==> config.mk <==
export PLATFORM = sky130hd
export DESIGN_NAME = gbs_div9
export DESIGN_NICKNAME = d
export VERILOG_FILES = /design/src/design/gbs_div9.sv
export SDC_FILE = /design/constraint.sdc
export NUM_CORES = 1
export LEC_CHECK = 0
export ABC_CLOCK_PERIOD_IN_PS = 6500
export BUFFER_PORTS_ARGS = -buffer_cell sky130_fd_sc_hd__buf_2
export CORE_MARGIN = 5
export CORE_UTILIZATION = 50
export DETAILED_ROUTE_END_ITERATION = 8
export PLACE_DENSITY = 0.74
export SYNTH_ARGS = -nofsm -noshare
export SYNTH_HDL_FRONTEND = slang
export SYNTH_SLANG_ARGS = --single-unit
==> constraint.sdc <==
create_clock -name aclk -period 6.5 [get_ports aclk]
set_clock_uncertainty 0.2 [all_clocks]
set_input_delay 0 -clock aclk [delete_from_list [all_inputs] [get_ports aclk]]
set_output_delay 0 -clock aclk [all_outputs]
set_load 0.005 [all_outputs]
==> src/design/gbs_div9.sv <==
// Signed division by nine, truncated toward zero, in two register stages.
// Uses a reciprocal multiply that is exact over the whole input range.
`timescale 1ns / 1ps

module gbs_div9 #(
    parameter int HEIGHT_BITS = 16
) (
    input  logic                          aclk,
    input  logic                          aresetn,
    input  logic                          en,
    input  logic                          in_valid,
    input  logic signed [HEIGHT_BITS+3:0] in_sum,
    input  logic                          in_last,
    output logic                          out_valid,
    output logic signed [HEIGHT_BITS-1:0] out_quot,
    output logic                          out_last
);

    localparam int MAG_W = HEIGHT_BITS + 3;
    localparam int SHIFT = MAG_W + 3;
    localparam int RCP_W = SHIFT - 2;
    localparam longint unsigned RECIP = ((64'd1 << SHIFT) / 64'd9) + 64'd1;
    localparam int PROD_W = MAG_W + RCP_W;

    logic                   a_valid_reg;
    logic                   a_neg_reg;
    logic                   a_last_reg;
    logic [MAG_W-1:0]       a_mag_reg;
    logic                   b_valid_reg;
    logic                   b_neg_reg;
    logic                   b_last_reg;
    logic [PROD_W-1:0]      b_prod_reg;
    logic signed [HEIGHT_BITS+3:0] neg_sum;
    logic [HEIGHT_BITS-1:0] quot_mag;

    assign neg_sum  = -in_sum;
    assign quot_mag = b_prod_reg[SHIFT +: HEIGHT_BITS];

    always_ff @(posedge aclk) begin
        if (!aresetn) begin
            a_valid_reg <= 1'b0;
            b_valid_reg <= 1'b0;
        end else if (en) begin
            a_valid_reg <= in_valid;
            b_valid_reg <= a_valid_reg;
        end
    end

    always_ff @(posedge aclk) begin
        if (en) begin
            a_neg_reg  <= in_sum[HEIGHT_BITS+3];
            a_last_reg <= in_last;
            a_mag_reg  <= in_sum[HEIGHT_BITS+3] ? MAG_W'(neg_sum) : MAG_W'(in_sum);
            b_neg_reg  <= a_neg_reg;
            b_last_reg <= a_last_reg;
            b_prod_reg <= PROD_W'(a_mag_reg) * PROD_W'(RCP_W'(RECIP));
        end
    end

    assign out_valid = b_valid_reg;
    assign out_last  = b_last_reg;
    assign out_quot  = b_neg_reg ? -quot_mag : quot_mag;

endmodule

==> impl_metrics.yaml <==
die:
  die_h_um: 128
  start_util: 0.505
  fp.dieW_um: 128
  num_rows: 43
  ioPinCount: 43
  die_area_um2: 16300
  core_um2: 13700
synth:
  synth-compound-area-share: 0.0965
  synth_top_family_by_area: "adder cells"
  synthFlopType: "edfxtp_1"
  synth.area.top_cells: "ha_1, fa_1, edfxtp_1"
  avgSynthCellArea_um2: 10.3
  ys_async_sr_fraction: 0
  synth-xor-area-share: 0.0669
  netlist.area_leader.share: 0.258
  synth_mux_area_frac: 0.00433
  syn-cell-area_um2: 6930
  synth_warnings: 0
  synthSimpleGateAreaFrac: 0.0682
  ys_seq_area_frac: 0.175
  yosys.area_share.adder: 0.501
  ys_ff_latch: 41
  synth_edf_count: 39
  synth_cells: 671
  syn-num-nets: 923
  synth.largest_area_cell: "ha_1"
  yosysUniqueCellTypes: 48
clock_tree:
  h-tree-depth: 2
  cts-root-buf: "clkbuf_16"
  cts_resized: 0
  clk_pin_slew_ns: 0.07
  numCtsBuffers: 5
  clock_path_buffers: 2
  clock_sinks: 41
  cts_tree: "done"
  post_cts_buffers: 0
  clk_latency_ns: 0.29
worst_setup_path:
  crit_path_start_kind: "flop"
  cp.required_ns: 6.33
  crit_type: "flop to flop"
  reg2regPathDepth: 19
  cp_max_fo: 5
  reg2reg_to: "b_prod_reg[33]"
  worstPathArrival_ns: 6.01
  cp-end-kind: "flop"
  reg2reg_from: "a_mag_reg[7]"
  r2r_slack_ns: 0.32
routing:
  drc: 0
  viasPerCell: 5.22
  vias: 4791
  dr.pass1.iters: 4
  wirelength_um: 15000
  drtAntennaViolNets: 0
  routedWlPerCell_um: 16.3
  first_iter_violations: 223
worst_hold_path:
  hold_depth: 1
  worstHoldPathType: "input port to flop"
  hold_start: "en"
  hold-path-endpoint: "a_last_reg"
sta:
  rsz0062_at_grt: "false"
  min_period_ns: 6.18
  drv_slew: 0
  post-route-period-util: 0.951
  tns_ns: 0
  fmax_mhz: 162
  relSlewSlack: 0.371
  tightest_slew_ns: 0.944
  finalHoldViolations: 0
  setup_violations: 0
cells_and_area:
  final_net_count: 989
  drive_gt1_frac: 0.0772
  finalInstanceArea_um2: 7760
  final_util: 0.566
  area_delta_synth_final_pct: 11.9
  largest_register_ffs: 19
  final_cells: 918
  n_antenna_cell: 0
placed_design:
  dp_cells: 881
  io_buffers: 42
  gp_congestion: 0.957
  post_dp_cell_area_um2: 7310
  dp_hpwl_um: 13000
grt:
  grt_max_degree: 42
  grt-ovfl-total: 0
  grt_pass1_wl_um: 24900
  track_usage: 0.191
  antenna_found_initial: 0
  grt_pass1_vias: 5107
flow_run:
  drv_cap: 0
outcome:
  outcome: "finished, final reports clean"
-- layer usage --
metal | GRT usage | share of wire | vias to the layer above
li1 | - | - | 2370
met1 | 0.253 | 0.44 | 2322
met2 | 0.331 | 0.50 | 85
met3 | 0.0258 | 0.045 | 14
met4 | 0.0462 | 0.015 | 0
met5 | 0 | 0 | -
-- how the worst max path moves through the flow --
| stage | to | slack, ns | from | depth (start not counted) |
|---|---|---|---|---|
| after floorplan | b_prod_reg[33] | 0.77 | a_mag_reg[8] | 17 |
| after global placement | b_prod_reg[33] | 0.49 | a_mag_reg[8] | 17 |
| after detailed placement | b_prod_reg[33] | 0.36 | a_mag_reg[7] | 19 |
| after CTS | b_prod_reg[33] | 0.34 | a_mag_reg[7] | 19 |
| after global routing | b_prod_reg[33] | 0.11 | a_mag_reg[7] | 19 |
| final | b_prod_reg[33] | 0.32 | a_mag_reg[7] | 19 |
-- worst max-delay path: stages (launching register included) --
cell and delay [ns]:
edfxtp_1 0.49, fa_1 0.57, ha_1 0.35, inv_1 0.07, fa_1 0.53, inv_1 0.05
fa_1 0.44, fa_1 0.52, inv_1 0.06, fa_1 0.53, inv_1 0.04, ha_1 0.35
a21o_1 0.22, a31o_2 0.22, o31ai_1 0.26, o21a_1 0.21, o21ai_1 0.10, a21oi_1 0.38
o211ai_1 0.18, xor2_1 0.16
-- synth_stat cells, types with 2 or more instances --
cell / n
inv_1: 147
ha_1: 143
fa_1: 84
edfxtp_1: 39
xnor2_1: 38
nand2_1: 29
o21ai_0: 22
a21oi_1: 18
a21o_1: 15
xor2_1: 15
nor2_1: 13
clkbuf_1: 9
o31ai_1: 8
and3_1: 7
nor3_1: 7
nand3_1: 6
nand4_1: 5
nor2b_1: 5
or3_1: 5
o21bai_1: 4
o41ai_1: 4
a31oi_1: 3
and4_1: 3
mux2i_1: 3
nand2b_1: 3
o21a_1: 3
or4_1: 3
a221oi_1: 2
a22oi_1: 2
a41oi_1: 2
buf_6: 2
dfxtp_1: 2
o2111ai_1: 2
o211ai_1: 2
o21ai_1: 2
o31ai_2: 2
-- logic make-up (layout without fill, tap and decap cells) --
kind of cell / Yosys count / in the layout
mux: 3 / 3
buf+inv: 159 / 226
compound gates: 97 / 97
simple gates: 91 / 91
fa+ha+maj: 227 / 227
flops: 41 / 41
xor+xnor: 53 / 53
-- cell usage in the layout, fill, tap and decap left out, types with 6 or more instances in the layout --
master / n
a21o_1: 15
a21oi_1: 18
and3_1: 7
buf_2: 42
dlygate4sd3_1: 29
edfxtp_1: 39
fa_1: 84
ha_1: 143
inv_1: 147
nand2_1: 29
nand3_1: 6
nor2_1: 13
nor3_1: 7
o21ai_0: 22
o31ai_1: 8
xnor2_1: 38
xor2_1: 15
-- stage by stage --
stage | hold WS (ns) | setup slack, ns
final | 0.216 | 0.318
after global routing | 0.225 | 0.113
after detailed placement | -0.0212 | 0.357
after global placement | -0.0229 | 0.493
after floorplan | -0.101 | 0.772
after CTS | 0.215 | 0.340
-- final cells by class --
type / instances / area, um2
Tap cell: 180 / 225
Clock buffer: 5 / 125
Fill cell: 1186 / 5960
Timing Repair Buffer: 71 / 500
Multi-Input combinational cell: 471 / 5110
Clock inverter: 3 / 41.3
Sequential cell: 41 / 1210
Inverter: 147 / 552
-- timing repair --
item,CTS,global route
hold buffers,29,0
endpoints found under the setup margin,0,0
hold endpoints to repair,23,0
Power is not shown: default switching activity piles up to over one toggle a cycle in this logic, so the estimate is an artifact.
