$ cat config.mk
export PLATFORM = sky130hd
export DESIGN_NAME = gbs_col_cell
export DESIGN_NICKNAME = d
export VERILOG_FILES = /design/src/design/gbs_pkg.sv /design/src/design/gbs_col_cell.sv
export SDC_FILE = /design/constraint.sdc
export NUM_CORES = 1
export LEC_CHECK = 0
export ABC_AREA = 1
export BUFFER_PORTS_ARGS = -buffer_cell sky130_fd_sc_hd__buf_2
export CORE_MARGIN = 1
export CORE_UTILIZATION = 49
export CTS_BUF_LIST = sky130_fd_sc_hd__clkbuf_16
export CTS_CLUSTER_SIZE = 12
export DETAILED_ROUTE_END_ITERATION = 7
export GPL_TIMING_DRIVEN = 0
export HOLD_SLACK_MARGIN = 0.15
export PLACE_DENSITY = 0.84
export SETUP_SLACK_MARGIN = 0.05
export SYNTH_ARGS = -nofsm -noshare
export SYNTH_HDL_FRONTEND = slang
export SYNTH_SLANG_ARGS = --single-unit
$ cat constraint.sdc
create_clock -name aclk -period 3.3 [get_ports aclk]
set_input_delay 0.495 -clock aclk [delete_from_list [all_inputs] [get_ports aclk]]
set_output_delay 0.495 -clock aclk [all_outputs]
set_load 0.005 [all_outputs]
$ cat src/design/gbs_pkg.sv
// Shared types and constants of the grid box smoothing unit.
// Depends on nothing; used by the column cell, the top level, the checkers and the testbench.
`timescale 1ns / 1ps

package gbs_pkg;

    localparam int ROWS_W     = 16;
    localparam int COLS_CFG_W = 9;
    localparam int IN_ROW_W   = ROWS_W + 1;
    localparam int PADDR_W    = 3;
    localparam int PDATA_W    = 32;

    localparam logic REG_GRID_ROWS = 1'b0;
    localparam logic REG_GRID_COLS = 1'b1;

    localparam logic KIND_SAMPLE = 1'b0;
    localparam logic KIND_FLUSH  = 1'b1;

    typedef struct packed {
        logic emit;
        logic top_off;
        logic bot_off;
        logic left_off;
        logic right_off;
        logic last;
    } gbs_ctrl_t;

    typedef struct packed {
        logic row_top_off;
        logic row_bot_off;
        logic col_off;
    } gbs_cell_mask_t;

endpackage

$ cat src/design/gbs_col_cell.sv
// One column cell of the 3x3 window: holds three heights and passes them on.
// Depends on gbs_pkg for the cell mask type.
`timescale 1ns / 1ps

module gbs_col_cell #(
    parameter int HEIGHT_BITS = 16
) (
    input  logic                          aclk,
    input  logic                          shift_en,
    input  logic signed [HEIGHT_BITS-1:0] top_in,
    input  logic signed [HEIGHT_BITS-1:0] mid_in,
    input  logic signed [HEIGHT_BITS-1:0] bot_in,
    input  gbs_pkg::gbs_cell_mask_t       mask,
    output logic signed [HEIGHT_BITS-1:0] top_out,
    output logic signed [HEIGHT_BITS-1:0] mid_out,
    output logic signed [HEIGHT_BITS-1:0] bot_out,
    output logic signed [HEIGHT_BITS+1:0] col_sum
);

    logic signed [HEIGHT_BITS-1:0] top_reg;
    logic signed [HEIGHT_BITS-1:0] mid_reg;
    logic signed [HEIGHT_BITS-1:0] bot_reg;
    logic signed [HEIGHT_BITS+1:0] top_term;
    logic signed [HEIGHT_BITS+1:0] bot_term;

    always_ff @(posedge aclk) begin
        if (shift_en) begin
            top_reg <= top_in;
            mid_reg <= mid_in;
            bot_reg <= bot_in;
        end
    end

    assign top_out = top_reg;
    assign mid_out = mid_reg;
    assign bot_out = bot_reg;

    assign top_term = mask.row_top_off ? '0 : (HEIGHT_BITS+2)'(top_reg);
    assign bot_term = mask.row_bot_off ? '0 : (HEIGHT_BITS+2)'(bot_reg);

    always_comb begin
        if (mask.col_off) begin
            col_sum = '0;
        end else begin
            col_sum = top_term + (HEIGHT_BITS+2)'(mid_reg) + bot_term;
        end
    end

endmodule

==> flow_metrics.tcl <==
set metrics [dict create \
    worst_path_largest_cell_delay_ns 0.48 \
    grt_max_degree 49 \
    syn-mean-instance-area_um2 8.78 \
    routabilityCongestion 0.872 \
    cap_viol_max_count 0 \
    layout.nets 560 \
    vias 2689 \
    timing.final.hold_violations 0 \
    maxSlewHeadroom_pct 31.8 \
    num_antenna_cells 0 \
    grt_pass1_wl_um 10400 \
    fin_cells 550 \
    synth.area.top_cells "edfxtp_1 47%, fa_1 11%, nand2_1 10%, inv_1 10%, ha_1 6.5%" \
    cts_root_buffer "clkbuf_16" \
    power_density_nw_per_um2 507 \
    layout.cells.most_common "buf_2" \
    tritoncts.num_buffers 5 \
    setup-tns-final_ns 0 \
    netlist_instances 351 \
    synth_largest_type_area_fraction_pct 46.8 \
    post-route-drc-count 0 \
    die_h_um 81.3 \
    drt-vias-per-instance 4.89 \
    crit_slowest_cell "fa_1" \
    critPathRequiredTime_ns 2.80 \
    core_region_area_um2 5990 \
    post-place-cells 542 \
    clock-sinks 48 \
    cp-end-kind "primary output" \
    grt_util_met3_pct 5.17 \
    io_pins 119 \
    std_cell_rows 28 \
    setup_ws_ns 0.100 \
    grt_busiest_layer "met2" \
    die_area_um2 6610 \
    synth_top_area_cell "edfxtp_1" \
    htree_levels 2 \
    critical_path_peak_fanout 10 \
    syn-cell-area_um2 3080 \
    drtAntennaViolNets 0 \
    globalRouteTotalUtil_pct 21.3 \
    clk_transition_reported_paths_ns 0.06 \
    antenna_found_initial 0 \
    clock.fmax_mhz 313 \
    final_min_period_over_clock_period_pct 97.0 \
    synth_fp_nets 437 \
    hold_path_class "input port to register" \
    grt_pass1_vias 2398 \
    maxSlewViolCount 0 \
    setup_violations 0 \
    firstDrtPassIters 5 \
    synth_seq_cells 48 \
    slew_at_the_pin_closest_to_its_max_slew_limit_ns 1.02 \
    cell_by_cell_listing_of_the_critical_path "buf_2 > buf_8 > nor2_2 > fa_1 > ha_4 > nand2_1 > inv_1 > nand2_1 > nor3_1 > nand2_1 > nand3_1 > nand2_1 > nor2_1 > buf_2" \
    portBuffers 116 \
    totalWireLength_um 7360 \
    static-leakage-power_uw 0.00216 \
    pre_cts_slack_ns -0.306 \
    fp.dieW_um 81.3 \
    layout-area-overhead-vs-synth_pct 33.6 \
    cts-hold-fix-buffers 0 \
    sequential_fraction_of_the_synthesis_area_pct 46.8 \
    synth.lib_cells_used.distinct 20 \
    critical_path.startpoint_type "input port" \
    gr-total-overflow 0 \
    period_minus_slack_ns 3.20 \
    ir_worst_vdd_mv 0.428 \
    cp_common_cell "nand2_1" \
    final_cell_mix "118 x buf_2, 84 x inv_1, 82 x nand2_1" \
    layout_cell_share_with_drive_strength_beyond_1_pct 34.3 \
    clockBufferDepth 2 \
    ys.warnings.count 0 \
    crit_type "input port to primary output" \
    detail_route.wl_per_cell_um 13.4 \
    grtUsageMet2_pct 37.6 \
    data_arrival_at_the_endpoint_of_the_critical_path_ns 2.70 \
    dpl.hpwl_um 5460 \
    tritoncts "yes" \
    start_util_pct 51.4 \
    use_met1_pct 24.0 \
    setup_repair_after_global_routing_missed_its_margin "yes" \
    initialDrtViolationCount 184 \
    run_status "complete, no violations" \
]
-- cell families after synthesis --
| logic type | count (synthesis) | synth area share, % |
|---|---|---|
| AO/OA/AOI/OAI | 22 | 3.57 |
| XOR/XNOR | 2 | 0.569 |
| adder cells (fa/ha/maj) | 33 | 17.5 |
| buffers and inverters | 88 | 10.8 |
| flip-flops | 48 | 46.8 |
| AND/OR/NAND/NOR | 158 | 20.7 |
-- Yosys cell counts --
master	n
fa_1	17
ha_1	16
nor2_2	1
nor2_1	52
inv_1	83
a21oi_1	17
clkbuf_1	4
nand3b_1	2
and2_2	1
nand2_1	85
xnor2_1	2
nor3_2	1
clkbuf_4	1
nand3_1	10
or2_1	1
o21ai_0	5
nand2_2	2
edfxtp_1	48
nor3_1	2
and2_1	1
-- timing repair --
action                                  CTS  global route
pin swaps                                 0             6
endpoints found under the setup margin   13            12
gates resized for setup                   6            42
buffers inserted                          0             0
-- stage by stage --
stage                     util [%]  hold WS, ns  area, µm²  power, µW
after detailed placement      62.7        0.673       3760       1440
after floorplan                  -        0.594       3080       1200
after global routing          68.7        0.376       4120       2200
final                         68.7        0.382       4120       2090
after global placement        62.7        0.671       3760       1410
after CTS                     65.6        0.378       3930       1990
-- area by class of cell --
cell class | instances | area [µm²]
fillers | 415 | 1870
multi-input cells | 215 | 1480
flip-flops and latches | 48 | 1440
repair buffers | 116 | 581
inverters | 83 | 312
clock buffers | 5 | 125
well taps | 75 | 93.8
plain buffers | 5 | 43.8
clock inverters | 3 | 38.8
-- worst max-delay path: cells and delay by family --
family                     cells  cell delay [ns]
and+or+nand+nor                8             0.82
buffers and inverters          4             0.56
adders and majority gates      2             0.81
-- routing by layer --
layer | vias to the layer above | part of all wire (%)
li1 | 1321 | -
met3 | 15 | 6.9
met1 | 1244 | 39
met4 | 0 | 2.4
met5 | - | 0
met2 | 109 | 51
-- state kept, by name, summed over array words and instances (netlist names) --
register	count
mid_out	16
bot_out	16
top_out	16
-- path summary, 6_finish.rpt --
| check | from | end | slack, ns | cells after the start |
|---|---|---|---|---|
| setup / recovery | mask[2] | col_sum[15] | 0.10 | 14 |
| hold / removal | mid_in[13] | mid_out[13]$_DFFE_PP_ | 0.38 | 1 |
-- where the power goes --
| part | total [µW] | switching, µW | leakage [µW] | internal, µW |
|---|---|---|---|---|
| clock | 551 | 199 | 0.0000850 | 353 |
| sequential | 757 | 28.9 | 0.000470 | 728 |
| combinational | 780 | 441 | 0.00160 | 339 |
Power figures use the tool's default switching activity.
